[src/hdl/stbs_pkg.sv]
`default_nettype none
package stbs_pkg;

    localparam int DEPTH  = 16;
    localparam int ADDR_W = $clog2(DEPTH);
    localparam int CNT_W  = $clog2(DEPTH + 1);
    localparam int LEN_W  = 5;
    localparam int DATA_W = 32;

    typedef enum logic {
        OP_WRITE  = 1'b0,
        OP_SEARCH = 1'b1
    } t_op;

    typedef enum logic [1:0] {
        ST_IDLE,
        ST_PROBE,
        ST_CHECK
    } t_state;

    typedef struct packed {
        logic              we;
        logic [ADDR_W-1:0] waddr;
        logic [DATA_W-1:0] wdata;
        logic              re;
        logic [ADDR_W-1:0] raddr;
    } t_ram_req;

endpackage
`default_nettype wire

[src/hdl/stbs_ram.sv]
`default_nettype none
module stbs_ram #(
    parameter int WIDTH = 32,
    parameter int DEPTH = 16
) (
    input  wire logic                     i_clk,
    input  wire logic                     i_we,
    input  wire logic [$clog2(DEPTH)-1:0] i_waddr,
    input  wire logic [WIDTH-1:0]         i_wdata,
    input  wire logic                     i_re,
    input  wire logic [$clog2(DEPTH)-1:0] i_raddr,
    output logic      [WIDTH-1:0]         o_rdata
);

    logic [WIDTH-1:0] r_mem [DEPTH];

    always_ff @(posedge i_clk) begin
        if (i_we) begin
            r_mem[i_waddr] <= i_wdata;
        end
        // hold read data until the next read
        if (i_re) begin
            o_rdata <= r_mem[i_raddr];
        end
    end

endmodule
`default_nettype wire

[src/hdl/stbs_ctrl.sv]
`default_nettype none
module stbs_ctrl (
    input  wire logic                           i_clk,
    input  wire logic                           i_rst_n,
    input  wire logic                           i_valid,
    output logic                                o_stall,
    input  wire logic                           i_op,
    input  wire logic [stbs_pkg::ADDR_W-1:0]    i_index,
    input  wire logic signed [stbs_pkg::DATA_W-1:0] i_value,
    input  wire logic [stbs_pkg::LEN_W-1:0]     i_len,
    output logic                                o_valid,
    input  wire logic                           i_stall,
    output logic                                o_found,
    output logic [stbs_pkg::ADDR_W-1:0]         o_position,
    output stbs_pkg::t_ram_req                  o_ram_req,
    input  wire logic [stbs_pkg::DATA_W-1:0]    i_ram_rdata
);
    import stbs_pkg::*;

    t_state              r_state, n_state;
    logic [CNT_W-1:0]    r_low, n_low;
    logic [CNT_W-1:0]    r_hi, n_hi;     // exclusive upper bound
    logic [ADDR_W-1:0]   r_mid, n_mid;
    logic [DATA_W-1:0]   r_key;
    logic                r_out_valid;
    logic                r_found;
    logic [ADDR_W-1:0]   r_pos;

    logic [CNT_W-1:0]    len_sat;
    logic [CNT_W:0]      sum_cur, sum_upd;
    logic [ADDR_W-1:0]   mid_cur, mid_upd;
    logic [CNT_W-1:0]    upd_low, upd_hi;
    logic                key_gt, key_eq;
    logic                slot_free;
    logic                done, hit;
    logic                accept;

    assign len_sat = (i_len > LEN_W'(DEPTH)) ? CNT_W'(DEPTH) : CNT_W'(i_len);

    // mid = floor((low + high) / 2) with high = hi - 1
    assign sum_cur = {1'b0, r_low} + {1'b0, r_hi} - (CNT_W+1)'(1);
    assign mid_cur = sum_cur[ADDR_W:1];

    assign key_gt = $signed(r_key) > $signed(i_ram_rdata);
    assign key_eq = r_key == i_ram_rdata;

    always_comb begin
        upd_low = r_low;
        upd_hi  = r_hi;
        if (key_gt) begin
            upd_low = CNT_W'(r_mid) + CNT_W'(1);
        end else begin
            upd_hi = CNT_W'(r_mid);
        end
    end

    assign sum_upd = {1'b0, upd_low} + {1'b0, upd_hi} - (CNT_W+1)'(1);
    assign mid_upd = sum_upd[ADDR_W:1];

    assign slot_free = !r_out_valid || !i_stall;
    assign accept    = i_valid && (r_state == ST_IDLE);

    always_comb begin
        n_state   = r_state;
        n_low     = r_low;
        n_hi      = r_hi;
        n_mid     = r_mid;
        done      = 1'b0;
        hit       = 1'b0;
        o_ram_req = '{we: 1'b0, waddr: i_index, wdata: i_value, re: 1'b0, raddr: mid_cur};
        unique case (r_state)
            ST_IDLE: begin
                if (accept) begin
                    if (t_op'(i_op) == OP_SEARCH) begin
                        n_low   = '0;
                        n_hi    = len_sat;
                        n_state = ST_PROBE;
                    end else begin
                        o_ram_req.we = 1'b1;
                    end
                end
            end
            ST_PROBE: begin
                if (r_low < r_hi) begin
                    o_ram_req.re = 1'b1;
                    n_mid        = mid_cur;
                    n_state      = ST_CHECK;
                end else begin
                    done = 1'b1;
                end
            end
            ST_CHECK: begin
                if (key_eq) begin
                    done = 1'b1;
                    hit  = 1'b1;
                end else if (upd_low < upd_hi) begin
                    o_ram_req.re    = 1'b1;
                    o_ram_req.raddr = mid_upd;
                    n_mid           = mid_upd;
                    n_low           = upd_low;
                    n_hi            = upd_hi;
                end else begin
                    done = 1'b1;
                end
            end
            default: begin
                n_state = ST_IDLE;
            end
        endcase
        // hold the finished search until the output register frees up
        if (done && slot_free) begin
            n_state = ST_IDLE;
        end
    end

    always_ff @(posedge i_clk) begin
        if (!i_rst_n) begin
            r_state     <= ST_IDLE;
            r_out_valid <= 1'b0;
        end else begin
            r_state <= n_state;
            if (done && slot_free) begin
                r_out_valid <= 1'b1;
            end else if (!i_stall) begin
                r_out_valid <= 1'b0;
            end
        end
    end

    always_ff @(posedge i_clk) begin
        r_low <= n_low;
        r_hi  <= n_hi;
        r_mid <= n_mid;
        if (accept) begin
            r_key <= i_value;
        end
        if (done && slot_free) begin
            r_found <= hit;
            r_pos   <= hit ? r_mid : '0;
        end
    end

    assign o_stall    = r_state != ST_IDLE;
    assign o_valid    = r_out_valid;
    assign o_found    = r_found;
    assign o_position = r_pos;

endmodule
`default_nettype wire

[src/hdl/sorted_table_binary_search_unit.sv]
// Write item: accepted with no result; the next item may follow at once.
// Search item: the first probe is formed, then one table read and compare per probe
// (one RAM read port), up to log2(DEPTH)+1 probes; a finished result waits for a free
// output register; the next item is taken the cycle after the result is registered.
// Synchronous active-low reset clears the length register, sequencer and output valid;
// table contents are not cleared and are undefined until written.
`default_nettype none
module sorted_table_binary_search_unit (
    input  wire logic                           i_clk,
    input  wire logic                           i_rst_n,
    input  wire logic                           i_cfg_we,
    input  wire logic [stbs_pkg::LEN_W-1:0]     i_cfg_data,
    input  wire logic                           i_valid,
    output logic                                o_stall,
    input  wire logic                           i_op,
    input  wire logic [stbs_pkg::ADDR_W-1:0]    i_index,
    input  wire logic signed [stbs_pkg::DATA_W-1:0] i_value,
    output logic                                o_valid,
    input  wire logic                           i_stall,
    output logic                                o_found,
    output logic [stbs_pkg::ADDR_W-1:0]         o_position
);
    import stbs_pkg::*;

    logic [LEN_W-1:0]  r_table_len;
    t_ram_req          ram_req;
    logic [DATA_W-1:0] ram_rdata;

    always_ff @(posedge i_clk) begin
        if (!i_rst_n) begin
            r_table_len <= '0;
        end else if (i_cfg_we) begin
            r_table_len <= i_cfg_data;
        end
    end

    stbs_ctrl u_ctrl (
        .i_clk       (i_clk),
        .i_rst_n     (i_rst_n),
        .i_valid     (i_valid),
        .o_stall     (o_stall),
        .i_op        (i_op),
        .i_index     (i_index),
        .i_value     (i_value),
        .i_len       (r_table_len),
        .o_valid     (o_valid),
        .i_stall     (i_stall),
        .o_found     (o_found),
        .o_position  (o_position),
        .o_ram_req   (ram_req),
        .i_ram_rdata (ram_rdata)
    );

    stbs_ram #(
        .WIDTH (DATA_W),
        .DEPTH (DEPTH)
    ) u_ram (
        .i_clk   (i_clk),
        .i_we    (ram_req.we),
        .i_waddr (ram_req.waddr),
        .i_wdata (ram_req.wdata),
        .i_re    (ram_req.re),
        .i_raddr (ram_req.raddr),
        .o_rdata (ram_rdata)
    );

endmodule
`default_nettype wire

[config.mk]
export PLATFORM = sky130hd
export DESIGN_NAME = sorted_table_binary_search_unit
export DESIGN_NICKNAME = d
export VERILOG_FILES = /design/src/hdl/stbs_pkg.sv /design/src/hdl/stbs_ram.sv /design/src/hdl/stbs_ctrl.sv /design/src/hdl/sorted_table_binary_search_unit.sv
export SDC_FILE = /design/constraint.sdc
export NUM_CORES = 1
export LEC_CHECK = 0
export ABC_CLOCK_PERIOD_IN_PS = 6800
export BUFFER_PORTS_ARGS = -buffer_cell sky130_fd_sc_hd__buf_4
export CORE_MARGIN = 4
export CORE_UTILIZATION = 46
export CTS_CLUSTER_DIAMETER = 200
export CTS_CLUSTER_SIZE = 8
export DETAILED_ROUTE_END_ITERATION = 10
export GPL_ROUTABILITY_DRIVEN = 0
export SLEW_MARGIN = 20
export SYNTH_ARGS = -nofsm -noshare
export SYNTH_HDL_FRONTEND = slang
export SYNTH_HIERARCHICAL = 1
export SYNTH_SLANG_ARGS = --single-unit
[constraint.sdc]
create_clock -name i_clk -period 6.8 [get_ports i_clk]
set_input_delay 0.34 -clock i_clk [delete_from_list [all_inputs] [get_ports i_clk]]
set_output_delay 0.34 -clock i_clk [all_outputs]
set_load 0.02 [all_outputs]
Yosys cells after proc, flatten, opt, wreduce, memory -nomap -nowiden
Memory sizes are Yosys's and may differ from the RTL's. A register that Yosys moved wholly into a read port is not among the register bits. Index checks and enable logic that the tools add are counted.

$add $sub $neg: 5. $lt $le $gt $ge: 4. Equality and inequality tests: 9. Mux-type cells: 39. Bitwise logic cells: 2. Reduce and logical (&&, ||, !) cells: 13.

Operators with widths (count): $mux 5 (13); $eq 32x32->1 (1); $gt 32x32->1 (1); $pmux 5 s2 (2); $mux 4 (4); $mux 1 (13); $add 5x5->5 (2); $lt 5x5->1 (2); $sub 5x1->5 const B (2); $ne 2x1->1 const B (4); $pmux 4 s2 (1); $reduce_and 4->1 (2); $mux 2 (3); $pmux 2 s3 (1); $reduce_bool 2->1 (3); $add 4x1->5 const B (1); $gt 5x5->1 const B (1); $reduce_and 5->1 (1); $ne 2x2->1 const B (2); $pmux 1 s2 (2); $eq 2x1->1 const B (1); $eq 2x2->1 const B (1); $logic_and 1x1->1 (2); $logic_not 1->1 (2); 4 further kinds (5).

Register bits after elaboration: 59. Memory bits (writable): 512. Bits of input ports: 47. Output and inout bits: 7. Logic and storage cells: 82. Memories kept: 1.

Memory list: u_ram.r_mem (depth 16, width 32, rd ports 1, clocked after Yosys merged registers in 1, write ports 1, line stbs_ram.sv:15) `logic [WIDTH-1:0] r_mem [DEPTH];`.

Logic depth before layout (Yosys ltp)
Word-level depth: 8. Gate-level depth with buffers: 30. Gate-level depth less buffers: 25.

Cells and area by module
The synthesis kept the hierarchy.

By module, submodules not included: stbs_ram (instances 1, cells an instance 838, area each 20155.6 um^2, sequential area each 16335.7 um^2); stbs_ctrl (instances 1, cells an instance 393, area each 4020.1 um^2, sequential area each 1591.5 um^2); sorted_table_binary_search_unit (instances 1, cells an instance 16, area each 192.7 um^2, sequential area each 100.1 um^2).

Worst setup path after synthesis
OpenSTA, ideal clock, no wires.

Path kind: reg2reg. Start: register u_ctrl.r_key[31]. End: register u_ram.o_rdata[0] (read register of u_ram.r_mem), enable pin. Setup time: 430 ps. Arrival: 5836 ps. Required time: 6370 ps. Setup slack: 534 ps. Cell stages (with the launch flop): 24. Path buffers: 4. Clock period less this slack: 6266 ps. Path through: edfxtp_1 ha_1 buf_6 nand4_4 nor4_2 nand2_1 nand2_1 mux2_2 nand2_1 clkbuf_1 clkbuf_1 a21oi_1 inv_1 ha_1 inv_1 o22ai_1 a21bo_1 o221ai_1 o211ai_1 o31ai_1 o32a_1 or3_1 buf_6 a21boi_1.

RTL lines: start: declaration (line stbs_ctrl.sv:24) `logic [DATA_W-1:0] r_key;`; start signal: assignment (line stbs_ctrl.sv:135) `r_key <= i_value;`; end: declaration (line stbs_ram.sv:12) `output logic [WIDTH-1:0] o_rdata`.

==> results.py <==
metrics = {
    "status": {
        "outcome": "completed",
    },
    "grt": {
        "antenna_found_initial": 0,
        "gr-total-overflow": 0,
        "grt_pass1_vias": 12400,
        "grt_pass1_wl_mm": 81.39,
        "grt_max_degree": 41,
        "track_usage_pct": 19.49,
    },
    "setup_path": {
        "critPathRequiredTime_ns": 7.15,
        "cp_top_family": "compound AO/OA/AOI/OAI gates",
        "crit_path_start": "u_ctrl/r_key[23]",
        "cp-start-kind": "register",
        "timing.rr.start": "u_ctrl/r_key[23]",
        "cpPeakStageDelay_ns": 0.48,
        "critPathCaptureType": "register",
        "crit_top_cell": "nand2_1",
        "cp_slowest_cell": "or3_1",
        "crit_arrival_ns": 6.80,
        "path_buf_inv": 4,
        "path_max_fanout": 40,
        "path_class": "reg -> reg",
    },
    "clocking": {
        "worst_setup_hold_path_clk_slew_ns": 0.05,
        "cts_tree": "yes",
        "clkLatencyLatePin_ns": 0.61,
        "cts.htree.levels": 3,
        "cts_root_buffer": "clkbuf_16",
        "numCtsBuffers": 85,
        "cts_max_path_buffers": 3,
        "cts_sinks": 603,
    },
    "detailed_routing": {
        "wl_met3_mm": 3.330,
        "route.met2.wl_mm": 26.39,
        "first_pass_iters": 5,
        "route.vias.total": 12060,
        "routedWlPerCell_um": 26.65,
        "routed_wl_mm": 54.74,
        "met1Wirelength_mm": 23.92,
        "ant_nets": 0,
        "remaining_drc_errors": 0,
        "route.top_layer_used": "met4",
        "routed_via_density": 5.871,
        "drt_iter0_drc": 1301,
    },
    "floorplanning": {
        "fp.dieW_um": 238.2,
        "pin_count": 54,
        "rows": 84,
        "die_h_um": 238.2,
        "core_sq_um": 52550,
        "start_util_pct": 46.37,
        "dieArea_sq_um": 56720,
    },
    "sta": {
        "relSlewSlack_pct": 27.09,
        "period_needed_ns": 6.449,
        "finalClockSkew_ns": 0.01633,
        "rsz0062_at_grt": "false",
        "worst_pin_slew_ns": 1.094,
        "slew_violations": 0,
        "hold_slack_ns": 0.03029,
        "clock.fmax_ghz": 0.1551,
        "timing.final.crit_share_pct": 94.84,
        "finalSetupViolCount": 0,
        "setup_tns_ns": 0,
        "hold_viol": 0,
    },
    "yosys": {
        "syn_avg_cell_area_sq_um": 19.54,
        "synth_cell_types": 66,
        "synth_ff_type": "edfxtp_1",
        "synth_nets": 1349,
        "synth_top_area_share_pct": 73.32,
        "synth_seq_cells": 603,
        "synthCells": 1247,
        "yosys-top-cells-area": "edfxtp_1 (73%), mux4_2 (12%), ha_1 (2.8%), a22oi_1 (2.0%), buf_4 (1.4%)",
        "synth-edff-count": 595,
        "yosys.area.top_type": "edfxtp_1",
        "yosysWarnings": 6,
        "async_flop_share_pct": 0,
        "ys_seq_area_share_pct": 73.98,
        "synth_area_sq_um": 24370,
    },
    "layout": {
        "fin_area_sq_um": 28060,
        "layout.nets": 1454,
        "ff_latch_area_sq_um": 18030,
        "area_growth_pct": 15.15,
        "final_common_cell": "edfxtp_1",
        "drive_gt1_share_pct": 26.65,
        "diodes": 0,
        "final_core_util_pct": 53.40,
        "fillCellCount": 4100,
        "final_cell_mix": "edfxtp_1 (595), mux4_2 (128), buf_4 (89)",
        "multi_input_area_sq_um": 5781,
    },
    "run": {
        "maxCapViolCount": 0,
    },
    "place": {
        "dp_hpwl_mm": 30.28,
        "place_area_sq_um": 25670,
        "portBuffers": 53,
    },
    "min_path": {
        "hp-start": "i_value[12]",
        "min_path_type": "in -> reg",
    },
}
[cells in the mapped netlist, types with 4 or more instances]
cell        n
mux4_2    128
inv_1      59
edfxtp_1  595
buf_1      11
nand2_1    53
nor2b_1    10
xnor2_1     8
dfxtp_1     8
ha_1       54
nor3_1      7
nand4_1     7
a22oi_1    65
nand3_1     6
and2_1      5
buf_2       7
clkbuf_1   21
mux2i_1    10
a21oi_1    30
mux2_2      4
nor2_1     31
o21ai_0    11
nand2b_1    8
buf_4      45
[routing by layer]
layer  global-route usage, %  up-vias
li1                        -     5202
met1                   27.86     6385
met2                   31.08      394
met3                   3.537       78
met4                   5.928        0
met5                       0        -
[timing repair]
item	4_1_cts	5_1_grt
hold buffers	8	0
gates resized for setup	0	3
buffers inserted	0	0
setup endpoints to repair	0	28
endpoints found under the hold margin	6	0
[through the flow]
stage / setup WS (ns) / cells
3_5_place_dp: 0.4046 / 1944
5_1_grt: 0.003932 / 2054
3_3_place_gp: 0.5124 / 1944
4_1_cts: 0.3794 / 2053
2_1_floorplan: 0.5343 / 1247
6_report: 0.3507 / 2054
[registers in the layout, summed over array words and instances, names as in the netlist]
name,cells
u_ctrl/r_key,32
u_ctrl/o_found,1
r_table_len,5
u_ctrl/r_mid,4
u_ctrl/r_low,5
u_ctrl/o_position,4
u_ram/o_rdata,32
u_ram/r_mem,512
u_ctrl/o_valid,1
u_ctrl/r_hi,5
u_ctrl/r_state,2
[layout make-up]
cell class | count | share of cell area [%]
sequential | 603 | 64.25
tap | 688 | 3.068
inverter | 61 | 0.8160
multi-input combinational | 497 | 20.60
timing repair buffer | 104 | 3.135
clock inverter | 5 | 0.1784
clock buffer | 96 | 7.955
[worst register-to-register path: cells and delay by family (launching register included)]
family,cells,cell delay (ns)
compound gates,11,2.51
fa+ha+maj,2,0.68
buf+inv,4,0.72
flops,1,0.36
mux,2,0.74
simple gates,6,1.17
[logic make-up (layout without fill, tap and decap cells)]
family          count (synthesis)  in the layout  share of synthesized area, %
compound gates                143            143                         4.164
xor+xnor                       11             11                        0.3954
fa+ha+maj                      55             55                         2.855
buf+inv                       148            266                         3.101
flops                         603            603                         73.98
mux                           144            145                         12.55
simple gates                  143            143                         2.958
[worst paths after layout]
check	endpoint	slack (ns)	cells past startpoint
min reg2reg	u_ctrl/o_valid	0.52	2
min	u_ram/r_mem[10][12]	0.03	1
max reg2reg	u_ram/o_rdata[9]	0.35	25
max	u_ram/o_rdata[9]	0.35	25
Power is left out: the tool's default activity adds up to more than one toggle a clock period on the data nets, which glitch-free logic cannot reach.
